$ cat config.mk
export PLATFORM = sky130hd
export DESIGN_NAME = kmb_div
export DESIGN_NICKNAME = d
export VERILOG_FILES = /design/src/hw/rtl/kmb_pkg.sv /design/src/hw/rtl/kmb_div.sv
export SDC_FILE = /design/constraint.sdc
export NUM_CORES = 1
export LEC_CHECK = 0
export BUFFER_PORTS_ARGS = -buffer_cell sky130_fd_sc_hd__buf_2
export CAP_MARGIN = 20
export CORE_AREA = 2 2 173 124
export DETAILED_ROUTE_END_ITERATION = 12
export DIE_AREA = 0 0 175 126
export PLACE_DENSITY = 0.58
export SYNTH_ARGS = -nofsm -noshare
export SYNTH_HDL_FRONTEND = slang
export SYNTH_SLANG_ARGS = --single-unit
$ cat constraint.sdc
create_clock -name clock -period 3 [get_ports clock]
set_clock_uncertainty 0.05 [all_clocks]
set_input_delay 0.3 -clock clock [delete_from_list [all_inputs] [get_ports clock]]
set_output_delay 0.3 -clock clock [all_outputs]
set_load 0.02 [all_outputs]
$ cat src/hw/rtl/kmb_pkg.sv
// kmb_pkg: sizes, codes and shared constants of the mini-batch k-means update block
// no dependencies; imported by the top level and by kmb_div
package kmb_pkg;

   localparam int MAX_CLUSTERS = 16;
   localparam int MAX_DIMS     = 16;
   localparam int MAX_BATCH    = 64;

   localparam int CW          = $clog2(MAX_CLUSTERS);
   localparam int DW          = $clog2(MAX_DIMS);
   localparam int PW          = $clog2(MAX_BATCH);
   localparam int CENT_DEPTH  = MAX_CLUSTERS * MAX_DIMS;
   localparam int CAW         = $clog2(CENT_DEPTH);
   localparam int BATCH_DEPTH = MAX_BATCH * MAX_DIMS;
   localparam int BAW         = $clog2(BATCH_DEPTH);
   localparam int LPW         = 11;

   localparam int COORD_W = 32;
   localparam int MAG_W   = COORD_W + 1;
   localparam int HALF_W  = MAG_W - 16;
   localparam int PROD_W  = 2 * HALF_W;
   localparam int ACC_W   = 2 * MAG_W + DW - 1;

   localparam int KREG_W  = 5;
   localparam int DREG_W  = 5;
   localparam int BREG_W  = 7;
   localparam int CSR_IW  = 2;
   localparam int CSR_DW  = 7;
   localparam int MODE_W  = 2;

   localparam logic [CSR_IW-1:0] CSR_NUM_CLUSTERS = 2'd0;
   localparam logic [CSR_IW-1:0] CSR_NUM_DIMS     = 2'd1;
   localparam logic [CSR_IW-1:0] CSR_BATCH_SIZE   = 2'd2;

   localparam logic [MODE_W-1:0] MODE_WRITE = 2'd0;
   localparam logic [MODE_W-1:0] MODE_POINT = 2'd1;
   localparam logic [MODE_W-1:0] MODE_READ  = 2'd2;

   localparam logic KIND_MEMBER  = 1'b0;
   localparam logic KIND_READOUT = 1'b1;

   localparam logic [COORD_W-1:0] COUNT_MAX = {COORD_W{1'b1}};

endpackage

$ cat src/hw/rtl/kmb_div.sv
// kmb_div: restoring unsigned divider, one quotient bit per cycle
// depends on kmb_pkg for operand widths
module kmb_div (
   input  logic                        clock,
   input  logic                        reset,
   input  logic                        start,
   input  logic [kmb_pkg::MAG_W-1:0]   dividend,
   input  logic [kmb_pkg::COORD_W-1:0] divisor,
   output logic                        done,
   output logic [kmb_pkg::MAG_W-1:0]   quotient
);
   import kmb_pkg::*;

   localparam int CNTW = $clog2(MAG_W);

   logic              busy_ff, busy_in;
   logic              done_ff, done_in;
   logic [CNTW-1:0]   cnt_ff, cnt_in;
   logic [MAG_W-1:0]  rem_ff, rem_in;
   logic [MAG_W-1:0]  quo_ff, quo_in;
   logic [COORD_W-1:0] dvs_ff, dvs_in;
   logic [MAG_W-1:0]  trial;
   logic              fits;

   always_comb begin
      busy_in = busy_ff;
      done_in = 1'b0;
      cnt_in  = cnt_ff;
      rem_in  = rem_ff;
      quo_in  = quo_ff;
      dvs_in  = dvs_ff;
      trial   = {rem_ff[MAG_W-2:0], quo_ff[MAG_W-1]};
      fits    = trial >= {1'b0, dvs_ff};
      if (start) begin
         busy_in = 1'b1;
         cnt_in  = CNTW'(MAG_W - 1);
         rem_in  = '0;
         quo_in  = dividend;
         dvs_in  = divisor;
      end else if (busy_ff) begin
         rem_in = fits ? (trial - {1'b0, dvs_ff}) : trial;
         quo_in = {quo_ff[MAG_W-2:0], fits};
         cnt_in = cnt_ff - 1'b1;
         if (cnt_ff == '0) begin
            busy_in = 1'b0;
            done_in = 1'b1;
         end
      end
   end

   always_ff @(posedge clock) begin
      if (reset) begin
         busy_ff <= 1'b0;
         done_ff <= 1'b0;
      end else begin
         busy_ff <= busy_in;
         done_ff <= done_in;
      end
      cnt_ff <= cnt_in;
      rem_ff <= rem_in;
      quo_ff <= quo_in;
      dvs_ff <= dvs_in;
   end

   assign done     = done_ff;
   assign quotient = quo_ff;
endmodule
==> metrics.yaml, run 1 <==
detailed_routing:
  drt_wl_total_um: 13900
  post_drt_wl_per_cell_um: 14.5
  drtPass1Iterations: 4
  vias_per_cell: 4.67
  dr_total_vias: 4474
  drc: 0
  ant_nets: 0
  drtIter0Drc: 312
sta:
  period_share: 0.944
  timing.hold.ws_ps: 47.2
  fin_crit_ps: 2830
  slew_viol_final: 0
  setup_ws_ps: 167
  clock.fmax_mhz: 353
  rsz0062_at_grt: "true"
  finalHoldViolations: 0
  slew_headroom: 0.620
  setup_viol: 0
  worst_pin_slew_ps: 561
power_and_ir_drop:
  power_density_mw_per_mm2: 535
  peakVddDrop_mv: 0.233
  p_total_w: 0.00389
  leakagePower_nw: 3.03
logic_synthesis:
  syn_inst: 568
  synth_fp_nets: 671
  syn-cell-area_mm2: 0.00605
  seq_area_frac_synth: 0.455
  ys_warn_count: 0
  async_flop_share: 0
  ys_ff_latch: 105
  postSynth.topFlopCell: "edfxtp_1"
  ys_types: 66
  synth_area_leaders: "edfxtp_1 32%, dfxtp_1 13%, ha_1 7.0%"
  synth_top_cell_area_share: 0.323
  synth-edff-count: 65
  synth_top_area_cell: "edfxtp_1"
  syn_avg_cell_area_um2: 10.7
worst_setup_path:
  r2r-end: "quotient[0]$_DFFE_PP_"
  start_kind: "flip-flop"
  cp_data_required_time_ps: 3080
  ff2ff_setup_slack_ps: 170
  cp-end-kind: "flip-flop"
  r2r_cells: 12
  crit_arrival_ps: 2920
  reg2reg_from: "dvs_ff[4]$_DFFE_PP_"
  worstPathMaxFanout: 5
  crit_type: "flip-flop to flip-flop"
clocking:
  cts_buffers: 9
  clk_pin_slew_ps: 90
  insertion_delay_ps: 370
  cts_root_buf: "clkbuf_16"
  htreeDepth: 3
  postCtsHoldBufs: 0
  clockBufferDepth: 2
  cts_sinks: 105
  cts_tree: "done"
min_path:
  whs_path_depth: 2
  hold-path-endpoint: "busy_ff$_SDFF_PP0_"
  min_from: "reset"
  hp-class: "primary input to flip-flop"
grt:
  antenna_found_initial: 0
  grt_pass1_vias: 4401
  grt_pass1_wl_um: 22900
  grt_overflow: 0
  grt_usage: 0.130
  grt_max_degree: 31
floorplan:
  rows: 44
  pin_count: 102
  dieHeight_um: 126
  die_area_mm2: 0.0221
  start_util: 0.296
  coreArea_mm2: 0.0204
  dieWidth_um: 175
placed_design:
  place_ws_ps: 127
  hpwl_um: 10400
  port_buffers: 101
  placed_area_mm2: 0.00691
  gp_congestion: 0.811
layout:
  area_delta_synth_final_pct: 20.1
  final_cell_area_mm2: 0.00727
  nNetsFinal: 781
  nFillCells: 2090
  antenna_cells: 0
  drive_gt1_frac: 0.299
  seq_area_mm2: 0.00275
  finalCoreUtilization: 0.356
  multi_input_area_mm2: 0.00298
run_status:
  status: "finished clean"
run:
  cap_violations: 0
synth_stat cells (all sizes together) (2+ instances only):
| master | instances |
|---|---|
| a211oi | 24 |
| a21o | 12 |
| a21oi | 31 |
| a22o | 2 |
| a31o | 4 |
| a31oi | 6 |
| a41oi | 2 |
| and2 | 2 |
| and3 | 4 |
| buf | 18 |
| clkbuf | 9 |
| dfxtp | 40 |
| edfxtp | 65 |
| ha | 34 |
| inv | 40 |
| mux2 | 34 |
| mux2i | 28 |
| nand2 | 40 |
| nand2b | 2 |
| nand3 | 6 |
| nand4 | 8 |
| nor2 | 51 |
| nor2b | 4 |
| nor3 | 9 |
| nor4 | 3 |
| o211ai | 6 |
| o21a | 2 |
| o21ai | 25 |
| o21bai | 4 |
| o31ai | 2 |
| or2 | 2 |
| xnor2 | 17 |
| xor2 | 16 |
worst max-delay path by stage:
stage          slack [ps]                 from                       to
2_1_floorplan         420  dvs_ff[1]$_DFFE_PP_    quotient[0]$_DFFE_PP_
3_3_place_gp          170  dvs_ff[4]$_DFFE_PP_  rem_ff[24]$_SDFFE_PP0P_
3_5_place_dp          130  dvs_ff[1]$_DFFE_PP_  rem_ff[17]$_SDFFE_PP0P_
4_1_cts               110  dvs_ff[4]$_DFFE_PP_  rem_ff[24]$_SDFFE_PP0P_
5_1_grt               -30  dvs_ff[4]$_DFFE_PP_  rem_ff[27]$_SDFFE_PP0P_
6_report              170  dvs_ff[4]$_DFFE_PP_    quotient[0]$_DFFE_PP_
routing by layer:
layer	share of wire	up-vias	global-route usage
li1	-	2284	-
met1	0.55	2098	0.199
met2	0.40	82	0.183
met3	0.039	10	0.0305
met4	0.0097	0	0.0309
met5	0	-	0
cell usage in the layout (no fill, tap or decap), types with 9 or more instances in the layout:
cell type	instances
a211oi_1	22
a21o_1	12
a21oi_1	28
buf_2	100
buf_4	23
clkbuf_16	9
dfxtp_1	40
edfxtp_1	65
ha_1	34
inv_1	40
mux2_2	33
mux2i_1	28
nand2_1	40
nor2_1	51
nor3_1	9
o21ai_0	12
xnor2_1	17
xor2_1	16
repair_timing:
action,CTS,global route
endpoints found under the setup margin,0,30
setup buffers,0,6
resized for setup,0,1
where the power goes:
part	leakage (nW)	switching, W	internal, W
sequential	0.974	0.0000653	0.00167
clock	0.153	0.000628	0.000603
combinational	1.90	0.000527	0.000394
critical path, cell delays in order (launching register included):
cell and delay [ps]:
edfxtp_1 340, inv_1 50, ha_1 360, a21o_1 220, a31oi_2 280, a21oi_2 110, o21bai_2 170, o211ai_2 130
o21ai_2 240, o21ai_4 80, buf_4 170, buf_4 150, mux2_2 250
per-stage QoR:
step                TNS [ps]  std cells
finish                     0        959
global route           -80.2        959
CTS                        0        953
detailed placement         0        937
global placement           0        937
floorplan                  0        568
cells by family after synthesis:
logic type / after synthesis / synth area share
simple gates: 139 / 0.107
xor+xnor: 33 / 0.0478
buf+inv: 67 / 0.0556
flops: 105 / 0.455
fa+ha+maj: 35 / 0.0736
compound gates: 127 / 0.151
mux: 62 / 0.110
registers in the layout, summed over array words and instances, names as in the netlist:
signal / flops
quotient: 33
dvs_ff: 32
rem_ff: 32
cnt_ff: 6
busy_ff: 1
done: 1
final cells by class:
class | count | area share
timing repair buffer | 126 | 0.101
sequential | 105 | 0.379
clock buffer | 9 | 0.0310
multi-input combinational | 396 | 0.409
tap | 276 | 0.0475
clock inverter | 7 | 0.0119
inverter | 40 | 0.0207
No activity file was read; power rests on OpenSTA's default activity.
==> run 2: changes to the inputs <==
--- a/config.mk
+++ b/config.mk
@@ -7,10 +7,12 @@
 export LEC_CHECK = 0
 export BUFFER_PORTS_ARGS = -buffer_cell sky130_fd_sc_hd__buf_2
 export CAP_MARGIN = 20
+export CELL_PAD_IN_SITES_DETAIL_PLACEMENT = 0
+export CELL_PAD_IN_SITES_GLOBAL_PLACEMENT = 2
 export CORE_AREA = 2 2 173 124
 export DETAILED_ROUTE_END_ITERATION = 12
 export DIE_AREA = 0 0 175 126
-export PLACE_DENSITY = 0.58
+export PLACE_DENSITY = 0.78
 export SYNTH_ARGS = -nofsm -noshare
 export SYNTH_HDL_FRONTEND = slang
 export SYNTH_SLANG_ARGS = --single-unit
==> metrics.yaml, run 2 (synthesis results as in run 1) <==
layout:
  nFillCells: 2101
  largest_reg_flops: 33
  nNetsFinal: 779
  drive_gt1_frac: 0.304
  final_common_cell: "buf_2"
  final-instance-count-excl-fill: 957
  antenna_cells: 0
  area_delta_synth_final_pct: 20.2
  layout.cells.most_common_list: "100 x buf_2, 65 x edfxtp_1, 51 x nor2_1"
power_and_ir_drop:
  leakagePower_nw: 3.02
  peakVddDrop_mv: 0.221
  p_int_w: 0.00267
  p_switching_w: 0.00124
  power_density_mw_per_mm2: 538
  power.share.switching: 0.317
  p_clk_frac: 0.319
  seq_power_share: 0.445
  p_comb_frac: 0.236
detailed_routing:
  drtIter0Drc: 244
  post_drt_wl_per_cell_um: 15.0
  drtPass1Iterations: 4
  vias_per_cell: 4.69
  drt_wl_total_um: 14300
  dr_total_vias: 4484
  drc: 0
  ant_nets: 0
placed_design:
  hpwl_um: 11000
  place_ws_ps: -28.5
  dp_cells: 935
  gp_congestion: 0.821
  port_buffers: 101
grt:
  grt_usage: 0.133
  grt_pass1_wl_um: 23300
  antenna_found_initial: 0
  grt_pass1_vias: 4511
  grt_max_degree: 42
  grt_overflow: 0
min_path:
  whs_path_depth: 1
  hp-class: "primary input to flip-flop"
sta:
  rsz0062_at_grt: "false"
  slew_headroom: 0.589
  period_share: 0.946
  clock.fmax_mhz: 352
  fin_crit_ps: 2840
  setup_ws_ps: 162
  finalHoldViolations: 0
  worst_pin_slew_ps: 608
  setup_viol: 0
  slew_viol_final: 0
worst_setup_path:
  cp-end-kind: "flip-flop"
  start_kind: "flip-flop"
  worstPathMaxFanout: 4
  crit_arrival_ps: 3070
  cp_data_required_time_ps: 3230
  r2r_cells: 11
  crit_type: "flip-flop to flip-flop"
run:
  cap_violations: 0
clocking:
  cts_buffers: 9
  htreeDepth: 3
  cts_sinks: 105
  postCtsHoldBufs: 0
  cts_tree: "done"
  cts_root_buf: "clkbuf_16"
  insertion_delay_ps: 370
  clockBufferDepth: 2
  clk_pin_slew_ps: 90
run_status:
  status: "finished clean"
floorplan:
  die_area_mm2: 0.0221
  start_util: 0.296
  pin_count: 102
  dieWidth_um: 175
  rows: 44
  dieHeight_um: 126
  coreArea_mm2: 0.0204
==> run 2: cell types whose count changed in the layout (fill, tap and decap cells not counted), sizes merged <==
| cell | before | now |
|---|---|---|
| buf | 126 | 124 |
| clkinv | 3 | 4 |
| inv | 44 | 43 |
==> run 2: path summary, 6_finish.rpt <==
path	from	to	slack, ps
worst max-delay path	dvs_ff[4]$_DFFE_PP_	rem_ff[24]$_SDFFE_PP0P_	160
worst min-delay path	divisor[4]	dvs_ff[4]$_DFFE_PP_	50
worst max register to register	dvs_ff[4]$_DFFE_PP_	rem_ff[24]$_SDFFE_PP0P_	160
worst min register to register	rem_ff[26]$_SDFFE_PP0P_	rem_ff[26]$_SDFFE_PP0P_	430
==> run 2: what timing repair did <==
action / in CTS / in global routing
cloned: 0 / 0
endpoints found under the hold margin: 0 / 0
resized for setup: 1 / 6
pin swaps: 1 / 3
endpoints found under the setup margin: 7 / 29
buffers inserted: 0 / 6
==> run 2: area by class of cell <==
type,count,area [um2],share of cell area
clock buffer,9,225,0.0309
clock inverter,7,93.8,0.0129
inverter,40,150,0.0206
multi-input combinational,396,3000,0.413
sequential,105,2750,0.378
tap,276,345,0.0475
timing repair buffer,124,706,0.0970
==> run 2: metrics by stage <==
stage / cell area (um2) / util / setup TNS [ps] / power, W / hold slack (ps)
floorplan: 6050 / - / 0 / 0.00242 / 322
global placement: 6880 / 0.337 / 0 / 0.00267 / 405
detailed placement: 6880 / 0.337 / -103 / 0.00268 / 417
CTS: 7200 / 0.353 / 0 / 0.00395 / 35.1
global route: 7280 / 0.356 / 0 / 0.00413 / 34.0
finish: 7280 / 0.356 / 0 / 0.00391 / 52.0
==> run 2: per-layer routing <==
| metal | up-vias | part of all wire | GRT usage |
|---|---|---|---|
| met2 | 71 | 0.43 | 0.200 |
| li1 | 2279 | - | - |
| met1 | 2129 | 0.53 | 0.192 |
| met3 | 5 | 0.041 | 0.0323 |
| met4 | 0 | 0.0053 | 0.0294 |
| met5 | - | 0 | 0 |
==> run 2: power by group through the flow <==
stage,Combinational [W],Clock [W],Sequential (W)
after detailed placement,0.000906,0,0.00178
final,0.000924,0.00125,0.00174
after floorplan,0.000600,0,0.00182
after global routing,0.00103,0.00134,0.00176
after CTS,0.000912,0.00129,0.00174
after global placement,0.000903,0,0.00177
==> run 2: critical path: stages, from the launching register on <==
cell	delay (ps)
edfxtp_1	340
inv_1	40
ha_1	330
a21o_1	210
or4_4	450
o21ai_2	160
o211ai_1	180
a21o_2	290
a211oi_2	240
xnor2_1	150
mux2i_1	110
a211oi_2	220
